## config.mk

```make
export PLATFORM = sky130hd
export DESIGN_NAME = lsp_structure_filter_step
export DESIGN_NICKNAME = d
export VERILOG_FILES = /design/src/rtl/core/lsp_filt_pkg.sv /design/src/rtl/core/lsp_structure_filter_step.sv
export SDC_FILE = /design/constraint.sdc
export NUM_CORES = 2
export LEC_CHECK = 0
export ABC_AREA = 1
export BUFFER_PORTS_ARGS = -buffer_cell sky130_fd_sc_hd__buf_4
export CAP_MARGIN = 10
export CELL_PAD_IN_SITES_DETAIL_PLACEMENT = 1
export CELL_PAD_IN_SITES_GLOBAL_PLACEMENT = 1
export CORE_MARGIN = 2
export CORE_UTILIZATION = 45
export CTS_CLUSTER_SIZE = 12
export DETAILED_ROUTE_END_ITERATION = 10
export MAX_ROUTING_LAYER = met4
export PLACE_DENSITY = 0.74
export SLEW_MARGIN = 0
export SYNTH_ARGS = -nofsm -noshare
export SYNTH_HDL_FRONTEND = slang
export SYNTH_SLANG_ARGS = --single-unit
```

## constraint.sdc

```tcl
create_clock -name aclk -period 6.3 [get_ports aclk]
set_input_delay 0 -clock aclk [delete_from_list [all_inputs] [get_ports aclk]]
set_output_delay 0 -clock aclk [all_outputs]
set_load 0.05 [all_outputs]
```

## src/rtl/core/lsp_filt_pkg.sv

```systemverilog
`timescale 1ns / 1ps

package lsp_filt_pkg;

    localparam int MAX_SECTIONS = 16;
    localparam int IDX_W        = (MAX_SECTIONS > 1) ? $clog2(MAX_SECTIONS) : 1;
    localparam int CNT_W        = $clog2(MAX_SECTIONS + 1);

    localparam int COEF_W       = 16;
    localparam int SAMPLE_W     = 16;
    localparam int STATE_W      = 32;
    localparam int PROD_W       = COEF_W + STATE_W;
    localparam int COEF_FRAC    = 14;
    localparam int SUM_W        = 36;
    localparam int CFG_W        = 5;
    localparam int COUNT_RESET  = 10;

    localparam logic signed [PROD_W-1:0] ROUND_BIAS = PROD_W'(1 << (COEF_FRAC - 1));
    localparam logic signed [SUM_W-1:0]  SAT_MAX    = SUM_W'(64'sd2147483647);
    localparam logic signed [SUM_W-1:0]  SAT_MIN    = -SUM_W'(64'sd2147483648);

    localparam logic KIND_FILTER = 1'b0;
    localparam logic KIND_LOAD   = 1'b1;

    typedef enum logic [2:0] {
        ST_IDLE,
        ST_MUL_D1,
        ST_MUL_A,
        ST_UPDATE,
        ST_OUTPUT
    } seq_state_t;

    function automatic logic signed [STATE_W-1:0] sat32(input logic signed [SUM_W-1:0] v);
        logic signed [STATE_W-1:0] r;
        if (v > SAT_MAX) begin
            r = SAT_MAX[STATE_W-1:0];
        end else if (v < SAT_MIN) begin
            r = SAT_MIN[STATE_W-1:0];
        end else begin
            r = v[STATE_W-1:0];
        end
        return r;
    endfunction

endpackage

```

## src/rtl/core/lsp_structure_filter_step.sv

```systemverilog
`timescale 1ns / 1ps
// line spectral pair structured filter, one sample per transaction
// input channel (s_*): kind 0 runs s_sample through the section cascade and
//   gives one m_filter_out transaction; kind 1 writes s_coef_value into the
//   coefficient of section s_coef_index and gives nothing
// config channel (cfg_*): sets the section count n (reset 10), odd or even
//   picks the output rule; counts above the table size use the table size
// one shared 16 x 32 multiplier does both products of a section, so each
//   section passes through ST_MUL_D1, ST_MUL_A and ST_UPDATE: a sample transaction
//   reaches m_valid after its sections and ST_OUTPUT, s_ready rises in that same
//   cycle, and no new sample is taken until the last one's result is written
// a coefficient load leaves the sequencer idle; s_ready stays high through it
// results sit in an output register; a stalled receiver holds the finished
//   result there and the sequencer waits before writing the next one
// reset clears coefficients, delay words, tail word and the output valid
module lsp_structure_filter_step (
    input  logic                                   aclk,
    input  logic                                   aresetn,
    input  logic                                   cfg_valid,
    output logic                                   cfg_ready,
    input  logic [lsp_filt_pkg::CFG_W-1:0]         cfg_data,
    input  logic                                   s_valid,
    output logic                                   s_ready,
    input  logic                                   s_kind,
    input  logic signed [lsp_filt_pkg::SAMPLE_W-1:0] s_sample,
    input  logic [3:0]                             s_coef_index,
    input  logic signed [lsp_filt_pkg::COEF_W-1:0] s_coef_value,
    output logic                                   m_valid,
    input  logic                                   m_ready,
    output logic signed [lsp_filt_pkg::STATE_W-1:0] m_filter_out
);
    import lsp_filt_pkg::*;

    seq_state_t state_reg, state_next;

    logic [CFG_W-1:0]          section_count_reg;
    logic [IDX_W-1:0]          sec_reg, sec_next;
    logic [CNT_W-1:0]          count_reg, count_next;
    logic [CNT_W-1:0]          count_clamped;

    logic signed [COEF_W-1:0]  coef_mem [MAX_SECTIONS];
    logic signed [STATE_W-1:0] d1_mem   [MAX_SECTIONS];
    logic signed [STATE_W-1:0] d2_mem   [MAX_SECTIONS];

    logic signed [STATE_W-1:0] a_reg [2];
    logic signed [STATE_W-1:0] b_reg [2];
    logic signed [STATE_W-1:0] tail_reg, tail_next;
    logic signed [STATE_W-1:0] t_reg, t_next;
    logic signed [PROD_W-1:0]  prod_reg, prod_next;
    logic signed [STATE_W-1:0] result_reg, result_next;
    logic                      m_valid_reg, m_valid_next;

    logic                      chain;
    logic signed [COEF_W-1:0]  coef_cur;
    logic signed [STATE_W-1:0] d1_cur, d2_cur, a_cur, b_cur, b_new;
    logic signed [STATE_W-1:0] mul_x;
    logic signed [SUM_W-1:0]   mul_term, out_sum;
    logic signed [STATE_W-1:0] x_in;
    logic                      in_accept, load_en, start_en, update_en;
    logic                      last_sec;

    assign cfg_ready    = 1'b1;
    assign s_ready      = (state_reg == ST_IDLE);
    assign m_valid      = m_valid_reg;
    assign m_filter_out = result_reg;

    assign in_accept = s_valid && s_ready;
    assign load_en   = in_accept && (s_kind == KIND_LOAD) && (32'(s_coef_index) < MAX_SECTIONS);
    assign start_en  = in_accept && (s_kind == KIND_FILTER);
    assign update_en = (state_reg == ST_UPDATE);

    assign x_in = {s_sample, 16'h0000};

    assign count_clamped = (32'(section_count_reg) > MAX_SECTIONS) ?
                           CNT_W'(MAX_SECTIONS) : CNT_W'(section_count_reg);

    assign chain    = sec_reg[0];
    assign coef_cur = coef_mem[sec_reg];
    assign d1_cur   = d1_mem[sec_reg];
    assign d2_cur   = d2_mem[sec_reg];
    assign a_cur    = a_reg[chain];
    assign b_cur    = b_reg[chain];
    assign last_sec = (CNT_W'(sec_reg) + CNT_W'(1)) == count_reg;

    // shared multiplier, rounding bias folded in
    assign mul_x     = (state_reg == ST_MUL_D1) ? d1_cur : a_cur;
    assign prod_next = PROD_W'(coef_cur) * PROD_W'(mul_x) + ROUND_BIAS;
    assign mul_term  = SUM_W'($signed(prod_reg[PROD_W-1:COEF_FRAC]));

    assign b_new = sat32(SUM_W'(b_cur) + mul_term + SUM_W'(d1_cur));

    always_comb begin
        state_next   = state_reg;
        sec_next     = sec_reg;
        count_next   = count_reg;
        t_next       = t_reg;
        tail_next    = tail_reg;
        result_next  = result_reg;
        m_valid_next = m_valid_reg && !m_ready;
        out_sum      = '0;
        case (state_reg)
            ST_IDLE: begin
                if (start_en) begin
                    sec_next   = '0;
                    count_next = count_clamped;
                    state_next = (count_clamped == '0) ? ST_OUTPUT : ST_MUL_D1;
                end
            end
            ST_MUL_D1: begin
                state_next = ST_MUL_A;
            end
            ST_MUL_A: begin
                t_next     = sat32(SUM_W'(a_cur) + mul_term + SUM_W'(d2_cur));
                state_next = ST_UPDATE;
            end
            ST_UPDATE: begin
                sec_next   = sec_reg + IDX_W'(1);
                state_next = last_sec ? ST_OUTPUT : ST_MUL_D1;
            end
            ST_OUTPUT: begin
                if (count_reg[0]) begin
                    out_sum = SUM_W'(b_reg[0]) + SUM_W'(b_reg[1]) - SUM_W'(tail_reg)
                              + SUM_W'(1);
                end else begin
                    out_sum = SUM_W'(a_reg[0]) - SUM_W'(a_reg[1]) + SUM_W'(b_reg[0])
                              + SUM_W'(b_reg[1]) + SUM_W'(1);
                end
                if (!m_valid_reg || m_ready) begin
                    result_next  = sat32(out_sum >>> 1);
                    m_valid_next = 1'b1;
                    if (count_reg[0]) begin
                        tail_next = a_reg[1];
                    end
                    state_next = ST_IDLE;
                end
            end
            default: begin
                state_next = ST_IDLE;
            end
        endcase
    end

    always_ff @(posedge aclk) begin
        if (!aresetn) begin
            state_reg         <= ST_IDLE;
            section_count_reg <= CFG_W'(COUNT_RESET);
            m_valid_reg       <= 1'b0;
            tail_reg          <= '0;
            sec_reg           <= '0;
            count_reg         <= '0;
        end else begin
            state_reg   <= state_next;
            m_valid_reg <= m_valid_next;
            tail_reg    <= tail_next;
            sec_reg     <= sec_next;
            count_reg   <= count_next;
            if (cfg_valid && cfg_ready) begin
                section_count_reg <= cfg_data;
            end
        end
    end

    always_ff @(posedge aclk) begin
        t_reg      <= t_next;
        result_reg <= result_next;
        if (state_reg == ST_MUL_D1 || state_reg == ST_MUL_A) begin
            prod_reg <= prod_next;
        end
        if (start_en) begin
            a_reg[0] <= x_in;
            a_reg[1] <= x_in;
            b_reg[0] <= '0;
            b_reg[1] <= '0;
        end else if (update_en) begin
            a_reg[chain] <= t_reg;
            b_reg[chain] <= b_new;
        end
    end

    // section table, cleared at reset
    always_ff @(posedge aclk) begin
        if (!aresetn) begin
            for (int k = 0; k < MAX_SECTIONS; k++) begin
                coef_mem[k] <= '0;
                d1_mem[k]   <= '0;
                d2_mem[k]   <= '0;
            end
        end else begin
            if (load_en) begin
                coef_mem[IDX_W'(s_coef_index)] <= s_coef_value;
            end
            if (update_en) begin
                d2_mem[sec_reg] <= d1_cur;
                d1_mem[sec_reg] <= a_cur;
            end
        end
    end

    a_count_in_range: assert property (@(posedge aclk) disable iff (!aresetn)
        (state_reg != ST_IDLE) |-> (32'(count_reg) <= MAX_SECTIONS))
        else $error("section count beyond table");

    a_sec_below_count: assert property (@(posedge aclk) disable iff (!aresetn)
        (state_reg == ST_MUL_D1 || state_reg == ST_MUL_A || state_reg == ST_UPDATE)
        |-> (CNT_W'(sec_reg) < count_reg))
        else $error("section index past count");

    a_load_no_result: assert property (@(posedge aclk) disable iff (!aresetn)
        (in_accept && s_kind == KIND_LOAD && !m_valid_reg) |=> !m_valid_reg)
        else $error("coefficient load produced a result");

    a_sample_busy: assert property (@(posedge aclk) disable iff (!aresetn)
        start_en |=> (state_reg != ST_IDLE))
        else $error("sample transaction did not start the sequencer");

endmodule

```

; ---- Yosys cells after proc, flatten, opt, wreduce, memory -nomap -nowiden
; Memory sizes are Yosys's and may differ from the RTL's. A register that Yosys moved wholly into a read port is not among the register bits.
; Index checks and enable logic that the tools add are counted.
[totals]
memories = 5
ramBits = 1408
out_inout_bits = 35
regBits = 162
word_cells = 118
input_bits = 47
[classes]
bitwise = 1
magnitude_cmp = 7
eq_ne = 7
mul = 1
n_mux = 53
n_reduce_logical = 21
addsub = 14
[memory_table]
columns = name, words, word_bits, read_ports, rd_clocked_by_memory_dff, write_ports, line_no
row1 = d1_mem, 16, 32, 1, 1, 16, lsp_structure_filter_step.sv:42  ; logic signed [STATE_W-1:0] d1_mem [MAX_SECTIONS];
row2 = d2_mem, 16, 32, 1, 1, 16, lsp_structure_filter_step.sv:43  ; logic signed [STATE_W-1:0] d2_mem [MAX_SECTIONS];
row3 = coef_mem, 16, 16, 1, 1, 16, lsp_structure_filter_step.sv:41  ; logic signed [COEF_W-1:0] coef_mem [MAX_SECTIONS];
row4 = a_reg, 2, 32, 3, 1, 2, lsp_structure_filter_step.sv:45  ; logic signed [STATE_W-1:0] a_reg [2];
row5 = b_reg, 2, 32, 3, 1, 2, lsp_structure_filter_step.sv:46  ; logic signed [STATE_W-1:0] b_reg [2];
[op_table]
columns = operator, n
row1 = $mux W32, 9
row2 = $reduce_or A32 Y1, 4
row3 = $add A35 B32 Y36, 2
row4 = $gt A36 B32 Y1 const B, 2
row5 = $lt A36 B32 Y1 const B, 2
row6 = $mux W36, 2
row7 = $add A32 B34 Y35, 2
row8 = $add A48 B15 Y48 const B, 1
row9 = $mul A16 B32 Y48, 1
row10 = $mux W4, 10
row11 = $add A35 B2 Y36 const B, 1
row12 = $add A34 B2 Y35 const B, 1
row13 = $add A34 B32 Y35, 1
row14 = $gt A35 B32 Y1 const B, 1
row15 = $lt A35 B32 Y1 const B, 1
row16 = $add A33 B32 Y34, 1
row17 = $sub A33 B32 Y34, 1
row18 = $add A32 B32 Y33, 1
row19 = $sub A32 B32 Y33, 1
row20 = $mux W1, 24
row21 = $mux W16, 1
row22 = $reduce_or A16 Y1, 1
row23 = $pmux W3 S5, 1
row24 = $mux W3, 4
row25 = other kinds (20), 29

; ---- Logic depth before layout (Yosys ltp)
; An unclocked memory read counts as a cell.
[logic_depth]
ltp_word = 9
ltp_mapped = 38
mapped_depth_nobuf = 34

; ---- Worst setup path before layout
; OpenSTA, ideal clock, no wires.
[synth_timing]
path_kind = register -> register
startpoint = register with a tool-made name
endpoint = register prod_reg[42] (data pin)
t_required_ns = 6.040
setup_slack_ns = -0.535
n_path_buf = 5
arrival_ns = 6.575
stages_incl_launch_ff = 32
cell_sequence = dfxtp_1 buf_6 buf_6 buf_6 buf_2 o21ai_0 o221ai_1 nand3_1 nand2_1 o21ai_1 buf_4 nor2_1 inv_1 fa_1 inv_1 fa_1 inv_1 fa_1 inv_1 fa_1 fa_1 inv_1 fa_1 inv_1 ha_1 a21oi_1 inv_1 nor2_1 a21boi_0 o221a_2 nand2_1 xor2_1
[synth_lines]
columns = element, line_no
row1 = to (signal assigned), lsp_structure_filter_step.sv:167  ; prod_reg <= prod_next;
row2 = to (decl), lsp_structure_filter_step.sv:49  ; logic signed [PROD_W-1:0] prod_reg, prod_next;

==> impl_metrics.json <==
{
  "synthArstFlopShare": 0,
  "tightest_slew_ns": 1.16,
  "synthCells": 10214,
  "finalNonFillerCells": 13847,
  "via_per_inst": 5.97,
  "synthFlopType": "edfxtp_1",
  "portBuffers": 80,
  "hp-class": "in2reg",
  "io_pins": 82,
  "cp_common_cell": "fa_1",
  "crit_type": "reg2reg",
  "reg2reg_to": "prod_reg[44]",
  "r2r_cells": 31,
  "placed_cells": 13380,
  "placedInstanceArea_sq_mm": 0.107,
  "startpoint_type": "register",
  "avgSynthCellArea_sq_um": 9.52,
  "placementRows": 170,
  "worst_hold_startpoint": "s_sample[7]",
  "fin_crit_ns": 7.27,
  "syn_area_sq_mm": 0.0972,
  "wl_per_cell_um": 27.9,
  "slew_headroom": 0.230,
  "crit_path_end_kind": "register",
  "routed-via-count": 82618,
  "synth_edf_count": 1506,
  "die_h_um": 469,
  "cts-root-buf": "clkbuf_16",
  "outcome": "finished with violations",
  "top_regs": "d1_mem x512, d2_mem x512, coef_mem x256",
  "grt_max_degree": 68,
  "cts_buffers": 172,
  "worst-path-max-fanout": 32,
  "cts_tree": "built",
  "dp_hpwl_um": 264000,
  "final_nets": 11806,
  "die_w_um": 469,
  "route.detailed.drc": 0,
  "final_hold_viol_count": 0,
  "synth-seq-cells": 1561,
  "place_congestion": 0.952,
  "rsz0062_at_grt": "yes",
  "dieArea_sq_mm": 0.220,
  "syn-num-nets": 11162,
  "timing.fmax_ghz": 0.137,
  "cts_max_level": 4,
  "grtUsageTotal": 0.360,
  "clk_latency_ns": 0.90,
  "first_global_vias": 87675,
  "core_area_sq_mm": 0.215,
  "clock_skew_ns": 0.0633,
  "postLayoutSetupSlackWorst_ns": -0.973,
  "grt_overflow": 0,
  "crit_arrival_ns": 7.97,
  "cts.path.max_buffers": 3,
  "antenna_found_initial": 11,
  "ys_types": 59,
  "cts.sinks": 1561,
  "max_stage_delay_ns": 0.60,
  "failed_checks": "negative setup slack",
  "ys_warn_count": 0,
  "fin_crit_sh": 1.15,
  "slowest_stage": "fa_1",
  "drive_above_1_share": 0.148,
  "drt_first_pass_iters": 6,
  "required_ns": 7.00,
  "reg2reg_setup_slack_ns": -0.97,
  "postRouteAntennaNets": 0,
  "yosysSeqAreaShare": 0.476,
  "final-max-slew-violation-count": 0,
  "wirelength_um": 386000,
  "fin_area_sq_mm": 0.116,
  "grt_pass1_wl_um": 568000,
  "cap_violations": 0,
  "drt_iter0_markers": 9315,
  "area_growth_pct": 18.9,
  "clk_pin_slew_ns": 0.06,
  "initial_core_util": 0.453,
  "holdPathEnd": "a_reg[0][23]",
  "min_path_cells": 4,
  "setup_viol_count_final": 34
}
-- cells in the final DEF, fill, tap and decap left out, drive strengths merged, types with 19 or more instances in the layout --
master	netlist	routed
nor3	34	34
inv	1212	1216
clkinv	4	82
xor2	76	76
fa	653	653
a21oi	412	412
clkbuf	335	227
buf	267	985
or2	19	19
nor2	2388	2388
dfxtp	55	55
edfxtp	1506	1506
a31oi	45	45
o22ai	64	64
nand3	201	201
o211ai	75	75
ha	248	248
nand2	1298	1298
o21ai	914	914
dlygate4sd3	0	79
o221ai	229	229
xnor2	40	40
-- repair_timing --
action                                  in CTS  in global routing
pin swaps                                   41                 32
setup buffers                               44                  8
hold endpoints to repair                   306                  0
hold buffers                                79                  0
gates cloned                                 9                  3
endpoints found under the setup margin      34                 34
resized for setup                          226                 77
-- cells in the mapped netlist (4+ instances only) --
library cell  number  area [sq um]
nor2_1          2386          8960
edfxtp_1        1506         45200
nand2_1         1277          4790
inv_1           1168          4380
o21ai_0          816          4080
fa_1             653         13100
a21oi_1          412          2060
clkbuf_1         335          1260
ha_1             248          3100
o221ai_1         229          2010
nand3_1          199           996
buf_2            150           751
xor2_1            76           666
o211ai_1          72           541
o21ai_1           66           330
o22ai_1           64           400
dfxtp_1           55          1100
buf_1             54           203
a31oi_1           45           282
inv_2             44           165
xnor2_1           40           350
buf_4             38           285
nor3_1            34           170
buf_6             25           282
nand2_2           21           131
o21ai_2           21           184
or2_2             19           119
nand4_1           17           106
a221oi_1          16           140
nor4_1            14          87.6
o21a_1            12          90.1
o21bai_1          12          90.1
o21ai_4           11           179
a21o_1             9          67.6
a211oi_1           8          60.1
a21boi_0           8          60.1
a22oi_1            6          45.0
a311o_1            6          60.1
o31ai_1            5          37.5
clkinv_1           4          15.0
nand3b_1           4          30.0
-- logic make-up (layout without fill, tap and decap cells) --
logic type | count (synthesis) | count (layout) | synth area share
xor+xnor | 116 | 116 | 0.0105
simple gates | 3983 | 3983 | 0.159
compound gates | 1831 | 1831 | 0.112
flops | 1561 | 1561 | 0.476
fa+ha+maj | 901 | 901 | 0.166
buf+inv | 1818 | 2605 | 0.0755
mux | 3 | 3 | 0.000309
other cells | 1 | 9 | 0.0000386
-- routing by layer --
| metal | vias up | global-route usage | routed length [um] |
|---|---|---|---|
| li1 | 35063 | - | - |
| met1 | 42355 | 0.457 | 150000 |
| met2 | 4168 | 0.560 | 178000 |
| met3 | 1032 | 0.0650 | 36100 |
| met4 | 0 | 0.173 | 21300 |
| met5 | - | - | 0 |
-- per-stage QoR --
stage	util	hold slack (ns)	worst slack [ns]	TNS (ns)
final	0.539	0.00714	-0.973	-26.76
after global routing	0.539	0.0176	-1.17	-34.47
after CTS	0.537	0.00146	-0.812	-22.53
after detailed placement	0.500	0.228	-1.21	-31.97
after global placement	0.500	0.223	-1.14	-29.46
after floorplan	-	0.122	-0.124	-1.44
-- worst max-delay path: cells and delay by family, from the launching register on --
kind                     cells  cell delay (ns)
buffers and inverters       13             1.81
AO/OA/AOI/OAI                6             1.04
adder cells (fa/ha/maj)      7             3.25
flip-flops                   1             0.36
XOR/XNOR                     1             0.20
AND/OR/NAND/NOR              4             0.37
-- cell type report --
| cell class | count | area, sq um |
|---|---|---|
| clock inverter | 93 | 1010 |
| timing repair buffer | 1070 | 10300 |
| antenna | 8 | 20.0 |
| fill | 23731 | 99000 |
| clock buffer | 224 | 4520 |
| inverter | 1216 | 4680 |
| tap | 2838 | 3550 |
| sequential | 1561 | 46300 |
| multi-input combinational | 6835 | 45100 |
| timing repair inverter | 2 | 20.0 |
-- how the worst max path moves through the flow --
stage                        end  startpoint  slack [ns]
floorplan           prod_reg[45]    register       -0.12
global placement    prod_reg[32]    register       -1.14
detailed placement  prod_reg[32]    register       -1.21
CTS                 prod_reg[43]    register       -0.81
global route        prod_reg[43]    register       -1.17
finish              prod_reg[44]    register       -0.97
Power is not shown: default switching activity piles up to over one toggle a cycle in this logic, so the estimate is an artifact.
